$ cat src/sv/jsew_pkg.sv
// jsew_pkg: shared types and constants for the JSON string escape writer.
// No dependencies; used by every module of the block.
`default_nettype none

package jsew_pkg;

  localparam int unsigned POS_W   = 21;
  localparam int unsigned SEQ_MAX = 6;
  localparam int unsigned LEN_W   = 3;
  localparam int unsigned IDX_W   = 3;

  localparam logic [POS_W-1:0] CAP_RESET = 21'd4096;

  localparam logic [2:0] OP_ESC    = 3'd0;
  localparam logic [2:0] OP_RAW    = 3'd1;
  localparam logic [2:0] OP_QUOTE  = 3'd2;
  localparam logic [2:0] OP_NULL   = 3'd3;
  localparam logic [2:0] OP_NEWBUF = 3'd4;

  typedef struct packed {
    logic [2:0] operation;
    logic [7:0] data_byte;
  } in_word_t;

  typedef struct packed {
    logic [7:0]       out_byte;
    logic             byte_valid;
    logic             last_of_run;
    logic             overflow;
    logic [POS_W-1:0] position;
  } out_word_t;

  // One classified item: either a byte run to emit or a single status word.
  typedef struct packed {
    logic [SEQ_MAX-1:0][7:0] seq;
    logic [LEN_W-1:0]        len;
    logic                    wr;
    logic                    ovf;
    logic [POS_W-1:0]        pos;  // base position for runs, final for status
  } job_t;

  function automatic logic [7:0] hex_digit(input logic [3:0] v);
    logic [7:0] r;
    if (v < 4'd10) begin
      r = 8'h30 + {4'd0, v};
    end else begin
      r = 8'h61 + {4'd0, v} - 8'd10;
    end
    return r;
  endfunction

endpackage

`default_nettype wire

$ cat src/sv/jsew_front.sv
// jsew_front: accepts items, builds the escape sequence, checks capacity and
// keeps write position, overflow flag and capacity. Depends on jsew_pkg.
`default_nettype none

module jsew_front (
  input  wire logic                    clk,
  input  wire logic                    rst_n,
  input  wire logic                    accept,
  input  wire jsew_pkg::in_word_t      in_word,
  input  wire logic                    cfg_wr_en,
  input  wire logic [jsew_pkg::POS_W-1:0] cfg_data,
  output jsew_pkg::job_t               job
);

  logic [jsew_pkg::POS_W-1:0] pos_r, pos_nxt;
  logic                       ovf_r, ovf_nxt;
  logic [jsew_pkg::POS_W-1:0] cap_r;

  logic [jsew_pkg::SEQ_MAX-1:0][7:0] seq;
  logic [jsew_pkg::LEN_W-1:0]        len;
  logic                              is_write;
  logic [jsew_pkg::POS_W:0]          end_pos;
  logic [7:0]                        c;

  always_comb begin
    c        = in_word.data_byte;
    seq      = '0;
    len      = jsew_pkg::LEN_W'(1);
    is_write = 1'b1;
    case (in_word.operation)
      jsew_pkg::OP_ESC: begin
        seq[0] = 8'h5c;
        len    = jsew_pkg::LEN_W'(2);
        if (c == 8'h22 || c == 8'h5c) begin
          seq[1] = c;
        end else if (c == 8'h0a) begin
          seq[1] = 8'h6e;
        end else if (c == 8'h0d) begin
          seq[1] = 8'h72;
        end else if (c == 8'h09) begin
          seq[1] = 8'h74;
        end else if (c < 8'h20) begin
          seq[1] = 8'h75;
          seq[2] = 8'h30;
          seq[3] = 8'h30;
          seq[4] = jsew_pkg::hex_digit(c[7:4]);
          seq[5] = jsew_pkg::hex_digit(c[3:0]);
          len    = jsew_pkg::LEN_W'(6);
        end else begin
          seq[0] = c;
          len    = jsew_pkg::LEN_W'(1);
        end
      end
      jsew_pkg::OP_RAW: begin
        seq[0] = c;
      end
      jsew_pkg::OP_QUOTE: begin
        seq[0] = 8'h22;
      end
      jsew_pkg::OP_NULL: begin
        seq[0] = 8'h6e;
        seq[1] = 8'h75;
        seq[2] = 8'h6c;
        seq[3] = 8'h6c;
        len    = jsew_pkg::LEN_W'(4);
      end
      default: begin
        is_write = 1'b0;
      end
    endcase
  end

  assign end_pos = {1'b0, pos_r} + (jsew_pkg::POS_W + 1)'(len);

  always_comb begin
    pos_nxt = pos_r;
    ovf_nxt = ovf_r;
    job.seq = seq;
    job.len = len;
    job.wr  = 1'b0;
    if (in_word.operation == jsew_pkg::OP_NEWBUF) begin
      pos_nxt = '0;
      ovf_nxt = 1'b0;
    end else if (is_write && !ovf_r) begin
      if (end_pos > {1'b0, cap_r}) begin
        ovf_nxt = 1'b1;
      end else begin
        pos_nxt = end_pos[jsew_pkg::POS_W-1:0];
        job.wr  = 1'b1;
      end
    end
    job.ovf = ovf_nxt;
    job.pos = job.wr ? pos_r : pos_nxt;
  end

  always_ff @(posedge clk) begin
    if (!rst_n) begin
      pos_r <= '0;
      ovf_r <= 1'b0;
      cap_r <= jsew_pkg::CAP_RESET;
    end else begin
      if (accept) begin
        pos_r <= pos_nxt;
        ovf_r <= ovf_nxt;
      end
      if (cfg_wr_en) begin
        cap_r <= cfg_data;
      end
    end
  end

endmodule

`default_nettype wire

$ cat src/sv/jsew_queue.sv
// jsew_queue: short job queue between front and back end.
// Depends on jsew_pkg for the job type.
`default_nettype none

module jsew_queue #(
  parameter int unsigned DEPTH = 4
) (
  input  wire logic           clk,
  input  wire logic           rst_n,
  input  wire logic           wr_en,
  input  wire jsew_pkg::job_t wr_job,
  output logic                full,
  input  wire logic           rd_en,
  output jsew_pkg::job_t      rd_job,
  output logic                empty
);

  localparam int unsigned PTR_W = (DEPTH > 1) ? $clog2(DEPTH) : 1;
  localparam int unsigned CNT_W = $clog2(DEPTH + 1);

  jsew_pkg::job_t   store_r [DEPTH];
  logic [PTR_W-1:0] wr_ptr_r, rd_ptr_r;
  logic [CNT_W-1:0] cnt_r, cnt_nxt;

  function automatic logic [PTR_W-1:0] ptr_inc(input logic [PTR_W-1:0] p);
    return (p == PTR_W'(DEPTH - 1)) ? '0 : p + PTR_W'(1);
  endfunction

  assign full   = (cnt_r == CNT_W'(DEPTH));
  assign empty  = (cnt_r == '0);
  assign rd_job = store_r[rd_ptr_r];

  always_comb begin
    cnt_nxt = cnt_r;
    if (wr_en && !rd_en) begin
      cnt_nxt = cnt_r + CNT_W'(1);
    end else if (!wr_en && rd_en) begin
      cnt_nxt = cnt_r - CNT_W'(1);
    end
  end

  always_ff @(posedge clk) begin
    if (wr_en) begin
      store_r[wr_ptr_r] <= wr_job;
    end
  end

  always_ff @(posedge clk) begin
    if (!rst_n) begin
      wr_ptr_r <= '0;
      rd_ptr_r <= '0;
      cnt_r    <= '0;
    end else begin
      if (wr_en) begin
        wr_ptr_r <= ptr_inc(wr_ptr_r);
      end
      if (rd_en) begin
        rd_ptr_r <= ptr_inc(rd_ptr_r);
      end
      cnt_r <= cnt_nxt;
    end
  end

endmodule

`default_nettype wire

$ cat src/sv/jsew_back.sv
// jsew_back: walks the job at the queue head and presents one result word
// per byte, or one status word. Depends on jsew_pkg.
`default_nettype none

module jsew_back (
  input  wire logic           clk,
  input  wire logic           rst_n,
  input  wire jsew_pkg::job_t job,
  input  wire logic           job_empty,
  output logic                job_done,
  output logic                empty,
  input  wire logic           pop,
  output jsew_pkg::out_word_t out_word
);

  logic [jsew_pkg::IDX_W-1:0] idx_r, idx_nxt;
  logic                       last;
  logic                       take;

  assign empty    = job_empty;
  assign take     = pop && !job_empty;
  assign last     = !job.wr || (idx_nxt == jsew_pkg::IDX_W'(job.len));
  assign job_done = take && last;
  assign idx_nxt  = idx_r + jsew_pkg::IDX_W'(1);

  always_comb begin
    out_word.byte_valid  = job.wr;
    out_word.last_of_run = last;
    out_word.overflow    = job.ovf;
    if (job.wr) begin
      out_word.out_byte = job.seq[idx_r];
      out_word.position = job.pos + jsew_pkg::POS_W'(idx_nxt);
    end else begin
      out_word.out_byte = 8'h00;
      out_word.position = job.pos;
    end
  end

  always_ff @(posedge clk) begin
    if (!rst_n) begin
      idx_r <= '0;
    end else if (take) begin
      idx_r <= last ? '0 : idx_nxt;
    end
  end

endmodule

`default_nettype wire

$ cat src/sv/json_string_escape_writer_unit.sv
// json_string_escape_writer_unit: top level of the JSON string escape writer.
// Instantiates jsew_front, jsew_queue and jsew_back; depends on jsew_pkg.
//
//   channel   ports                     dir   accepted when
//   input     push, full, in_word       in    push && !full
//   result    empty, pop, out_word      out   pop && !empty
//   config    cfg_wr_en, cfg_data       in    cfg_wr_en
//
// An item enters the queue when accepted; the back end emits one word per
// cycle while pop is held and a job waits, so an item with n result words
// (1 to 6) takes n pops. One-word items flow back to back at one per cycle
// while push and pop are held. full rises when QUEUE_DEPTH jobs wait; the
// front then stalls until a job completes. Reset is synchronous: position 0,
// overflow clear, capacity 4096, queue empty.
`default_nettype none

module json_string_escape_writer_unit #(
  parameter int unsigned QUEUE_DEPTH = 4
) (
  input  wire logic                       clk,
  input  wire logic                       rst_n,
  input  wire logic                       push,
  output logic                            full,
  input  wire jsew_pkg::in_word_t         in_word,
  output logic                            empty,
  input  wire logic                       pop,
  output jsew_pkg::out_word_t             out_word,
  input  wire logic                       cfg_wr_en,
  input  wire logic [jsew_pkg::POS_W-1:0] cfg_data
);

  logic           accept;
  jsew_pkg::job_t new_job;
  jsew_pkg::job_t head_job;
  logic           q_empty;
  logic           job_done;

  assign accept = push && !full;

  jsew_front u_front (
    .clk       (clk),
    .rst_n     (rst_n),
    .accept    (accept),
    .in_word   (in_word),
    .cfg_wr_en (cfg_wr_en),
    .cfg_data  (cfg_data),
    .job       (new_job)
  );

  jsew_queue #(
    .DEPTH (QUEUE_DEPTH)
  ) u_queue (
    .clk    (clk),
    .rst_n  (rst_n),
    .wr_en  (accept),
    .wr_job (new_job),
    .full   (full),
    .rd_en  (job_done),
    .rd_job (head_job),
    .empty  (q_empty)
  );

  jsew_back u_back (
    .clk       (clk),
    .rst_n     (rst_n),
    .job       (head_job),
    .job_empty (q_empty),
    .job_done  (job_done),
    .empty     (empty),
    .pop       (pop),
    .out_word  (out_word)
  );

endmodule

`default_nettype wire
$ cat config.mk
export PLATFORM = sky130hd
export DESIGN_NAME = json_string_escape_writer_unit
export DESIGN_NICKNAME = d
export VERILOG_FILES = /design/src/sv/jsew_pkg.sv /design/src/sv/jsew_front.sv /design/src/sv/jsew_queue.sv /design/src/sv/jsew_back.sv /design/src/sv/json_string_escape_writer_unit.sv
export SDC_FILE = /design/constraint.sdc
export NUM_CORES = 1
export LEC_CHECK = 0
export BUFFER_PORTS_ARGS = -buffer_cell sky130_fd_sc_hd__buf_2
export CAP_MARGIN = 20
export CELL_PAD_IN_SITES_DETAIL_PLACEMENT = 0
export CELL_PAD_IN_SITES_GLOBAL_PLACEMENT = 1
export CORE_UTILIZATION = 35
export CTS_CLUSTER_DIAMETER = 30
export DETAILED_ROUTE_END_ITERATION = 8
export PLACE_DENSITY = 0.66
export SLEW_MARGIN = 10
export SYNTH_ARGS = -nofsm -noshare
export SYNTH_HDL_FRONTEND = slang
export SYNTH_HIERARCHICAL = 1
export SYNTH_SLANG_ARGS = --single-unit
export TNS_END_PERCENT = 20
$ cat constraint.sdc
create_clock -name clk -period 5.4 [get_ports clk]
set_input_delay 1.08 -clock clk [delete_from_list [all_inputs] [get_ports clk]]
set_output_delay 1.08 -clock clk [all_outputs]
set_load 0.01 [all_outputs]
; ---- After elaboration in Yosys (flattened, before gate mapping)
; Memory sizes are Yosys's and may differ from the RTL's. A register that Yosys moved wholly into a read port is not among the register bits.
; Index checks and enable logic that the tools add are counted.
[totals]
memories = 1
regBits = 53
out_inout_bits = 34
ramBits = 296
romBits = 0
wordCells = 106
latch_bits = 0
[mem_list]
columns = name, depth, width, read_ports, rd_ports_with_merged_regs, wr, line_no
row1 = u_queue.store_r, 4, 74, 1, 1, 1, jsew_queue.sv:21  ; jsew_pkg::job_t store_r [DEPTH];
[op_classes]
shifts = 0
eq_ne = 13
mul = 0
addsub = 13
div = 0
muxes = 49
n_reduce_logical = 18
magnitude_cmp = 5
bitwise_logic = 0
[ops]
columns = cell, n
row1 = 2-to-1 mux 32 bit, 4
row2 = 2-to-1 mux 21 bit, 5
row3 = 2-to-1 mux 8 bit, 13
row4 = one-hot mux 24 bit (2 select lines), 1
row5 = 2-to-1 mux 40 bit, 1
row6 = one-hot mux 8 bit (4 select lines), 1
row7 = binary-select mux 8 bit (select 3 bit), 1
row8 = equality test 8 x 4 -> 1 bit (second input constant), 3
row9 = 2-to-1 mux 3 bit, 8
row10 = adder 21 x 3 -> 22 bit, 1
row11 = > comparator 22 x 21 -> 1 bit, 1
row12 = adder 21 x 3 -> 21 bit, 1
row13 = adder 7 x 4 -> 8 bit (first input constant), 2
row14 = 2-to-1 mux 16 bit, 1
row15 = subtractor 8 x 4 -> 8 bit (second input constant), 2
row16 = adder 6 x 4 -> 7 bit (first input constant), 2
row17 = 2-to-1 mux 1 bit, 9
row18 = equality test 8 x 6 -> 1 bit (second input constant), 1
row19 = equality test 8 x 7 -> 1 bit (second input constant), 1
row20 = < comparator 4 bit (second input constant), 2
row21 = < comparator 8 x 6 -> 1 bit (second input constant), 1
row22 = 2-to-1 mux 2 bit, 4
row23 = adder 3 x 1 -> 3 bit (second input constant), 2
row24 = equality test 3 x 2 -> 1 bit (second input constant), 2
row25 = 14 further kinds, 29

; ---- Depth between registers and ports, before layout
; Gate-level depths: netlist (run 1).
[logic_depth]
ltp_word = 13
mapped_depth = 24
mapped_depth_nobuf = 22

; ---- By module
; The synthesis (run 1) kept the hierarchy.
[modules_own_cells]
columns = mod, n_inst, area_per_inst_um2, cells_each
row1 = jsew_queue, 1, 11138.2, 430
row2 = jsew_front, 1, 3622.2, 461
row3 = jsew_back, 1, 1184.9, 143
row4 = json_string_escape_writer_unit, 1, 13.8, 1

; ---- Least setup slack after synthesis (run 1)
; Ideal clock, no wire load.
[synth_path]
path_kind = input port to flip-flop
start = in in_word[4] (netlist bit)
end = mem u_queue/store_r[0][21] (netlist bit) (data pin)
arrival_ns = 5.643
path_slack_ns = -0.497
stages = 24
cell_sequence = inv_1 -> ha_1 -> and3_1 -> o21a_1 -> o21ai_0 -> nand2_1 -> inv_1 -> ha_1 -> inv_1 -> fa_1 -> nor2b_1 -> o2111a_2 -> nand3_1 -> nor3_1 -> xnor2_1 -> ha_1 -> nand4_2 -> nor4_2 -> and4_1 -> a41oi_2 -> buf_2 -> o21bai_1 -> a21oi_1 -> buf_4
[synth_lines]
columns = element, line_no
row1 = "start, declared", json_string_escape_writer_unit.sv:24  ; input wire jsew_pkg::in_word_t in_word,
row2 = "end, declared", jsew_queue.sv:21

==> results of run 1 <==
-- final timing paths --
path	startpoint	cells past startpoint	endpoint	slack, ns
worst max-delay path	in_word[1]	24	u_front/pos_r[14]	0.27
worst min-delay path	u_front/cap_r[7]	2	u_front/cap_r[7]	0.49
worst max register to register	register	12	u_queue/cnt_r[2]	1.30
worst min register to register	u_front/cap_r[7]	2	u_front/cap_r[7]	0.49
-- per-layer routing --
metal | track usage [%] | up-vias
met5 | 0 | -
met4 | 4.09 | 0
met3 | 2.38 | 48
met2 | 24.8 | 199
met1 | 20.2 | 4600
li1 | - | 4271
-- placed cells by master, fill, tap and decap left out, drive strengths merged, types with 13 or more instances in the layout --
cell type / netlist / routed
a21oi: 30 / 30
and2: 20 / 20
buf: 55 / 139
clkbuf: 16 / 67
clkinv: 1 / 28
conb: 1 / 13
dfxtp: 55 / 55
edfxtp: 296 / 296
ha: 40 / 40
inv: 60 / 65
mux2i: 33 / 33
mux4: 82 / 82
nand2: 29 / 29
nand3: 34 / 34
nand4: 15 / 15
nor2: 51 / 51
nor2b: 27 / 27
o21ai: 15 / 15
xnor2: 33 / 33
-- metrics by stage --
| stage | hold WS, ns | power [mW] | TNS, ns |
|---|---|---|---|
| finish | 0.488 | 8.55 | 0 |
| global route | 0.519 | 8.92 | 0 |
| CTS | 0.494 | 8.66 | 0 |
| detailed placement | 0.482 | 4.94 | -4.03 |
| global placement | 0.474 | 4.92 | -2.29 |
| floorplan | 0.460 | 4.51 | 0 |
-- registers in the layout, indices dropped and copies added, names as in the netlist, named ones only --
| name | count |
|---|---|
| u_front/ovf_r | 1 |
| u_front/cap_r | 21 |
| u_back/idx_r | 3 |
| u_queue/store_r | 296 |
| u_queue/rd_ptr_r | 2 |
| u_front/pos_r | 21 |
| u_queue/cnt_r | 3 |
| u_queue/wr_ptr_r | 2 |
-- logic make-up (layout without fill, tap and decap cells) --
kind of cell / Yosys count / in the layout / share of synthesized area (%)
fa+ha+maj: 43 / 43 / 3.51
other cells: 1 / 13 / 0.0235
buf+inv: 132 / 312 / 4.37
flops: 351 / 351 / 62.6
simple gates: 227 / 227 / 8.00
mux: 117 / 117 / 13.8
xor+xnor: 45 / 45 / 2.56
compound gates: 119 / 119 / 5.14
-- worst min-delay path, delay by kind of cell (launching register included) --
kind / cells / cell delay [ns]
flip-flops: 1 / 0.32
multiplexers: 1 / 0.07
AND/OR/NAND/NOR: 1 / 0.07
-- final cells by class --
| type | instances | area (um2) | share of cell area, % |
|---|---|---|---|
| timing repair buffer | 139 | 893 | 4.63 |
| inverter | 61 | 229 | 1.19 |
| tap | 592 | 741 | 3.84 |
| clock buffer | 67 | 1530 | 7.91 |
| clock inverter | 45 | 497 | 2.57 |
| multi-input combinational | 564 | 5420 | 28.1 |
| sequential | 351 | 10000 | 51.8 |
-- power groups by stage --
stage | clock network, mW | logic [mW] | registers [mW]
2_1_floorplan | 0 | 1.19 | 3.32
3_3_place_gp | 0 | 1.54 | 3.38
3_5_place_dp | 0 | 1.54 | 3.40
4_1_cts | 3.76 | 1.55 | 3.35
5_1_grt | 3.89 | 1.66 | 3.37
6_report | 3.70 | 1.51 | 3.34
==> results.py, run 1 <==
metrics = {
    "global_route": {
        "grt_max_degree": 61,
        "first_global_vias": 9487,
        "grt-ovfl-total": 0,
        "grt_pass1_wl_um": 53800,
        "track_usage_pct": 14.9,
        "antenna_found_initial": 0,
    },
    "drt": {
        "drc": 0,
        "drt_iter0_markers": 550,
        "drtAntennaViolNets": 0,
        "dr.pass1.iters": 5,
        "wirelength_um": 34200,
        "wl_met2_um": 16500,
        "wl_met1_um": 15500,
        "vias": 9118,
        "top_layer": "met4",
        "vias_per_cell": 5.01,
        "wl_per_cell_um": 18.8,
        "met3WireLength_um": 1570,
    },
    "timing": {
        "drv_slew": 0,
        "final_hold_viol_count": 0,
        "worst_pin_slew_ns": 1.08,
        "finalCriticalPeriod_ns": 5.13,
        "clock.fmax_mhz": 195,
        "clock_skew_ns": 0.0278,
        "slew_headroom_pct": 27.5,
        "fin_ws_ns": 0.268,
        "rsz0062_at_grt": "no",
        "min_period_over_period_pct": 95.0,
        "finalSetupViolCount": 0,
    },
    "cells_and_area": {
        "fin_nets": 1256,
        "instances_no_fill": 1819,
        "n_antenna_cell": 0,
        "fin_util_pct": 43.3,
        "nFillCells": 3978,
        "fin_area_um2": 19300,
        "drive_gt1_share_pct": 29.7,
        "areaGrowthSynthToFinish_pct": 21.0,
    },
    "clock_network": {
        "cts-buffers-inserted": 59,
        "cts_tree": "done",
        "path_clk_slew_ns": 0.05,
        "clkLatencyLatePin_ns": 0.59,
        "root_buffer": "clkbuf_16",
        "clock_sinks": 351,
        "htreeDepth": 2,
        "cts-hold-fix-buffers": 0,
        "cts_buffer_depth": 3,
        "cts-resized-gates": 0,
        "post_cts.repair.setup_buffers": 0,
    },
    "place": {
        "io_buffer_count": 70,
        "place_worst_setup_slack_ns": -0.277,
        "dp_cells": 1707,
        "dp.final_hpwl_um": 21700,
        "finalWeightedCongestion": 0.843,
        "place_area_um2": 17300,
    },
    "pwr": {
        "p_int_mw": 6.30,
        "pwr-share-clk_pct": 43.2,
        "power_frac_seq_pct": 39.1,
        "p_comb_share_pct": 17.7,
        "p_leak_nw": 6.95,
        "irDropWorstVdd_mv": 0.310,
        "power_density_nw_per_um2": 443,
        "power.switching_mw": 2.25,
        "sw_frac_of_total_pct": 26.3,
    },
    "die": {
        "core_region_area_um2": 44600,
        "die_w_um": 216,
        "die_area_um2": 46500,
        "initial_core_util_pct": 35.8,
        "rows": 77,
        "die_y_um": 216,
        "ios": 71,
    },
    "setup_path": {
        "start_kind": "primary input",
        "crit_slowest_cell": "or4_1",
        "critPathCaptureType": "register",
        "path_delay_family": "simple AND/OR/NAND/NOR gates",
        "crit_chain": "buf_2, inv_1, ha_1, and3_4, o21a_1, o21ai_2, nand2_2, inv_2, ha_4, inv_1, fa_2, nor2b_2, o2111a_2, nand3_4, nor3_4, xnor2_1, ha_1, nand4_2, nor4_2, and4_1, a41oi_2, buf_4, or4_1, a21oi_1",
        "required_ns": 5.88,
        "critPathArrivalTime_ns": 5.61,
        "crit_type": "in2reg",
        "cp.buffers_inverters": 5,
        "cp_max_fo": 9,
        "critPathMaxStageDelay_ns": 0.50,
    },
    "logic_synthesis": {
        "synth_top_area_share_pct": 55.7,
        "synthTopCellsByArea": "edfxtp_1, mux4_2, dfxtp_1",
        "yosysUniqueCellTypes": 72,
        "synth_commonest_cells": "edfxtp_1, mux4_2, inv_1",
        "synth_top_area_cell": "edfxtp_1",
        "async_flop_share_pct": 0,
        "yosysMostFrequentCell": "edfxtp_1",
        "netlist_instances": 1035,
        "syn_area_um2": 16000,
        "yosysSeqAreaShare_pct": 62.6,
        "synth_warnings": 6,
        "synth-edff-count": 296,
        "syn-mean-instance-area_um2": 15.4,
        "synth_flop_cell": "edfxtp_1",
        "ys_ff_latch": 351,
    },
    "flow_run": {
        "drv_cap": 0,
    },
    "worst_hold_path": {
        "hold_class": "reg2reg",
    },
    "run_status": {
        "outcome": "finished, final reports clean",
    },
}
Note: power is estimated with default switching activity, not from simulation.
==> run 2, diff against run 1 <==
CORE_MARGIN = 4   (was unset)
CTS_CLUSTER_SIZE = 20   (was unset)
clock period = 4.53 ns   (was 5.4 ns; I/O delays follow)
==> run 2 against run 1 <==
Net effect: the run now ends with setup timing left; critical path depth rose by 1; largest power group unchanged; register-to-register slack got worse by 0.58 ns; final cell count rose by 2.5%; combinational power rose by 28%; setup slack got worse by 0.46 ns; clock-buffer cell count rose by 18; sequential share of layout area fell by 3.0 points; wire length rose by 3.1%; flip-flop and latch count did not move; largest cell class unchanged; via count rose by 1.6%; critical path type unchanged; highest routed layer unchanged.
==> results.py, run 2 (same netlist as run 1, synthesis figures left out) <==
metrics = {
    "cells_and_area": {
        "final_cell_mix": "edfxtp_1, mux4_2, buf_4",
        "drive_gt1_share_pct": 34.2,
        "fin_nets": 1294,
        "max_flop_register": "u_queue/store_r",
        "largest_reg_flops": 296,
        "n_antenna_cell": 0,
        "top_regs": "u_queue/store_r (296), u_front/cap_r (21), u_front/pos_r (21)",
        "final_common_cell": "edfxtp_1",
        "areaGrowthSynthToFinish_pct": 28.5,
    },
    "timing": {
        "slew_headroom_pct": 40.8,
        "finalSetupViolCount": 25,
        "clock_skew_ns": 0.0531,
        "totalNegativeSetupSlack_ns": -2.37,
        "fin_ws_ns": -0.187,
        "final_hold_viol_count": 0,
        "min_period_over_period_pct": 104,
        "clock.fmax_mhz": 212,
        "worst_pin_slew_ns": 0.888,
        "rsz0062_at_grt": "yes",
        "drv_slew": 0,
        "finalCriticalPeriod_ns": 4.72,
        "fin_hold_ws_ns": 0.489,
    },
    "die": {
        "ios": 71,
        "core_region_area_um2": 44600,
        "rows": 77,
        "die_y_um": 222,
        "die_w_um": 222,
        "initial_core_util_pct": 35.8,
        "die_area_um2": 49100,
    },
    "clock_network": {
        "cts-buffers-inserted": 75,
        "clkLatencyLatePin_ns": 0.59,
        "cts_tree": "done",
        "cts_buffer_depth": 3,
        "path_clk_slew_ns": 0.04,
        "clock_sinks": 351,
        "root_buffer": "clkbuf_16",
        "htreeDepth": 3,
    },
    "global_route": {
        "track_usage_pct": 14.4,
        "grt_max_degree": 64,
        "antenna_found_initial": 0,
        "grt-ovfl-total": 0,
        "first_global_vias": 9879,
        "grt_pass1_wl_um": 56200,
    },
    "place": {
        "io_buffer_count": 70,
        "finalWeightedCongestion": 0.809,
        "dp.final_hpwl_um": 22200,
    },
    "setup_path": {
        "start_kind": "primary input",
        "crit_type": "in2reg",
        "required_ns": 5.01,
        "critPathCaptureType": "register",
        "critPathArrivalTime_ns": 5.20,
        "cp_max_fo": 7,
    },
    "pwr": {
        "power_density_nw_per_um2": 559,
        "irDropWorstVdd_mv": 0.315,
        "finalPower_mw": 11.5,
        "p_leak_nw": 7.42,
    },
    "drt": {
        "drc": 0,
        "drtAntennaViolNets": 0,
        "vias_per_cell": 4.97,
        "drt_iter0_markers": 532,
        "wirelength_um": 35200,
        "vias": 9261,
        "dr.pass1.iters": 5,
        "wl_per_cell_um": 18.9,
    },
    "flow_run": {
        "drv_cap": 0,
    },
    "worst_hold_path": {
        "hold_class": "reg2reg",
    },
    "run_status": {
        "outcome": "finished with violations",
        "violations": "setup timing",
    },
}
run 2: per-stage QoR:
stage,cell area (um2),util [%],setup slack [ns],instances
floorplan,16200,-,-0.632,1047
global placement,17500,39.2,-0.916,1718
detailed placement,17500,39.2,-1.01,1718
CTS,20400,45.7,-0.160,1861
global route,20500,46.0,-0.382,1865
finish,20500,46.0,-0.187,1865
run 2: path summary, 6_finish.rpt:
check,endpoint,depth (start not counted),slack (ns),startpoint
max reg2reg,u_front/pos_r[18],17,0.72,u_front/pos_r[0]
min,u_front/cap_r[9],2,0.49,u_front/cap_r[9]
max,u_front/pos_r[18],25,-0.19,in_word[1]
min reg2reg,u_front/cap_r[9],2,0.49,u_front/cap_r[9]
run 2: report_power, final:
| group | switching [mW] | internal (mW) | total [mW] |
|---|---|---|---|
| Combinational | 1.04 | 0.897 | 1.94 |
| Sequential | 0.133 | 3.83 | 3.96 |
| Clock | 1.77 | 3.79 | 5.57 |
run 2: worst max-delay path, cell delays in order:
cell and delay (ns):
buf_12 0.09, inv_6 0.03, ha_4 0.13, and3_4 0.16, o21a_1 0.19, o21ai_2 0.19
nand2_2 0.11, inv_4 0.08, ha_4 0.13, inv_2 0.03, fa_2 0.36, nor2b_4 0.13
o2111a_2 0.28, buf_6 0.11, nand3_1 0.09, xnor2_1 0.29, ha_1 0.29, nand4_1 0.16
buf_4 0.15, nor3_2 0.03, a22oi_2 0.24, a41oi_4 0.19, buf_12 0.21, nor2_1 0.36
a41o_1 0.23
run 2: layout make-up:
class | count | area (um2)
fillers | 3866 | 24100
inverters | 61 | 264
flip-flops and latches | 351 | 10000
clock buffers | 85 | 1950
multi-input cells | 564 | 5660
repair buffers | 161 | 1190
well taps | 592 | 741
clock inverters | 51 | 711
run 2: metal layers:
metal	vias to the layer above	GRT usage [%]	routed length (um)
met3	44	3.19	1770
met2	218	23.3	16800
met1	4643	20.0	16100
met4	0	3.94	529
li1	4356	-	-
met5	-	0	0
run 2: repair_timing:
item,CTS,global route
pin swaps,34,29
hold buffers,0,0
gates cloned,1,0
setup buffers,7,4
endpoints found under the setup margin,30,31
gates resized for setup,38,21
==> run 3, diff against run 2 <==
CORE_UTILIZATION = 45   (was 35)
PLACE_DENSITY = 0.8   (was 0.66)
==> run 3 against run 2 <==
Net effect: largest cell class unchanged; sequential share of layout area up 0.16 points; clock-buffer cell count decreased by 5; register-to-register slack lost 0.03 ns; largest power group unchanged; via count increased by 4.2%; the flow still finishes with violations (setup timing); utilization grew 13 points; clock power down 3%; setup slack lost 0.070 ns; total power is 1.3% lower.
==> results.py, run 3 (same netlist as run 1, synthesis figures left out) <==
metrics = {
    "pwr": {
        "power_density_nw_per_um2": 553,
        "irDropWorstVdd_mv": 0.491,
        "p_leak_nw": 7.53,
        "finalPower_mw": 11.3,
    },
    "drt": {
        "vias_per_cell": 5.50,
        "drt_iter0_markers": 703,
        "wl_per_cell_um": 20.7,
        "vias": 9646,
        "drc": 0,
        "wirelength_um": 36300,
        "dr.pass1.iters": 6,
        "drtAntennaViolNets": 0,
    },
    "timing": {
        "finalCriticalPeriod_ns": 4.79,
        "final_hold_viol_count": 0,
        "rsz0062_at_grt": "yes",
        "fin_ws_ns": -0.257,
        "slew_headroom_pct": 38.7,
        "drv_slew": 0,
        "min_period_over_period_pct": 106,
        "worst_pin_slew_ns": 0.914,
        "clock_skew_ns": 0.0167,
        "finalSetupViolCount": 37,
        "clock.fmax_mhz": 209,
    },
    "cells_and_area": {
        "nFillCells": 2543,
        "final_cell_mix": "edfxtp_1, buf_4, mux4_2",
        "final_common_cell": "edfxtp_1",
        "top_regs": "u_queue/store_r (296), u_front/cap_r (21), u_front/pos_r (21)",
        "largest_reg_flops": 296,
        "drive_gt1_share_pct": 35.7,
        "fin_nets": 1321,
        "n_antenna_cell": 0,
        "instances_no_fill": 1753,
        "areaGrowthSynthToFinish_pct": 28.1,
        "max_flop_register": "u_queue/store_r",
    },
    "die": {
        "core_region_area_um2": 34800,
        "die_w_um": 196,
        "initial_core_util_pct": 45.9,
        "rows": 68,
        "ios": 71,
        "die_y_um": 196,
        "die_area_um2": 38500,
    },
    "flow_run": {
        "drv_cap": 0,
    },
    "setup_path": {
        "critPathArrivalTime_ns": 5.26,
        "required_ns": 5.00,
        "reg2reg_depth": 17,
        "crit_type": "in2reg",
        "critPathCaptureType": "register",
        "start_kind": "primary input",
        "cp_max_fo": 6,
    },
    "clock_network": {
        "cts-buffers-inserted": 70,
        "root_buffer": "clkbuf_16",
        "path_clk_slew_ns": 0.04,
        "cts-hold-fix-buffers": 0,
        "cts_buffer_depth": 3,
        "clock_sinks": 351,
        "htreeDepth": 3,
        "cts_tree": "done",
        "clkLatencyLatePin_ns": 0.56,
    },
    "worst_hold_path": {
        "hold_class": "reg2reg",
        "hold-path-cell-count": 2,
    },
    "place": {
        "dp.final_hpwl_um": 21800,
        "place_worst_setup_slack_ns": -0.974,
        "io_buffer_count": 70,
        "finalWeightedCongestion": 0.890,
        "dp_cells": 1584,
    },
    "global_route": {
        "first_global_vias": 10100,
        "track_usage_pct": 18.9,
        "grt_pass1_wl_um": 56800,
        "grt-ovfl-total": 0,
        "grt_max_degree": 52,
        "antenna_found_initial": 0,
    },
    "run_status": {
        "violations": "setup timing",
        "outcome": "finished with violations",
    },
}
[run 3: path summary, 6_finish.rpt]
path	to	slack, ns	from
min reg2reg	u_front/cap_r[10]	0.49	u_front/cap_r[10]
max reg2reg	u_front/pos_r[13]	0.69	u_front/pos_r[0]
max	u_front/pos_r[13]	-0.26	in_word[0]
min	u_front/cap_r[10]	0.49	u_front/cap_r[10]
[run 3: what timing repair did]
item                                    in CTS  in global routing
endpoints found under the setup margin      30                 54
resized for setup                           43                 27
endpoints found under the hold margin        0                  0
buffers inserted                            33                  6
gates cloned                                 1                  0
pin swaps                                   31                 16
[run 3: area by class of cell]
cell class              count  area [um2]  area share (%)
well taps                 455         569            2.79
clock inverters            49         698            3.42
flip-flops and latches    351       10000            48.9
inverters                  61         267            1.30
clock buffers              80        1820            8.91
multi-input cells         564        5690            27.8
repair buffers            193        1400            6.86
[run 3: layer usage]
| metal | part of all wire (%) | vias up | GRT usage [%] | wire length [um] |
|---|---|---|---|---|
| met1 | 40 | 4872 | 24.0 | 14500 |
| li1 | - | 4413 | - | - |
| met2 | 52 | 282 | 32.1 | 18700 |
| met5 | 0 | - | 0 | 0 |
| met3 | 4.8 | 79 | 3.47 | 1740 |
| met4 | 3.5 | 0 | 7.71 | 1260 |
[run 3: worst max-delay path, cell delays in order]
cell and delay [ns]:
buf_8 0.10, inv_6 0.04, ha_4 0.15, nand4_1 0.18, o311ai_4 0.15, o21ai_2 0.21, nand2_2 0.11, inv_4 0.09
ha_4 0.14, inv_2 0.03, fa_2 0.37, nor2b_4 0.14, o2111a_2 0.24, nand3_4 0.12, or2_4 0.29, xnor2_2 0.20
ha_4 0.24, nand3_4 0.10, buf_4 0.12, nor2_1 0.04, a22oi_2 0.24, a41oi_4 0.23, buf_6 0.19, or4_4 0.48
a21oi_2 0.13
[run 3: power breakdown]
group          internal [mW]  total [mW]  switching (mW)
sequential              3.83        3.95           0.115
clock                   3.75        5.40            1.65
combinational          0.904        1.97            1.06
[run 3: metrics by stage]
stage	utilization, %	hold WS (ns)	setup TNS (ns)	instance area, um2
floorplan	-	0.460	-13.54	16200
global placement	49.7	0.475	-21.35	17300
detailed placement	49.7	0.485	-23.20	17300
CTS	58.2	0.497	-1.67	20300
global route	58.7	0.518	-10.48	20400
finish	58.7	0.493	-4.93	20400
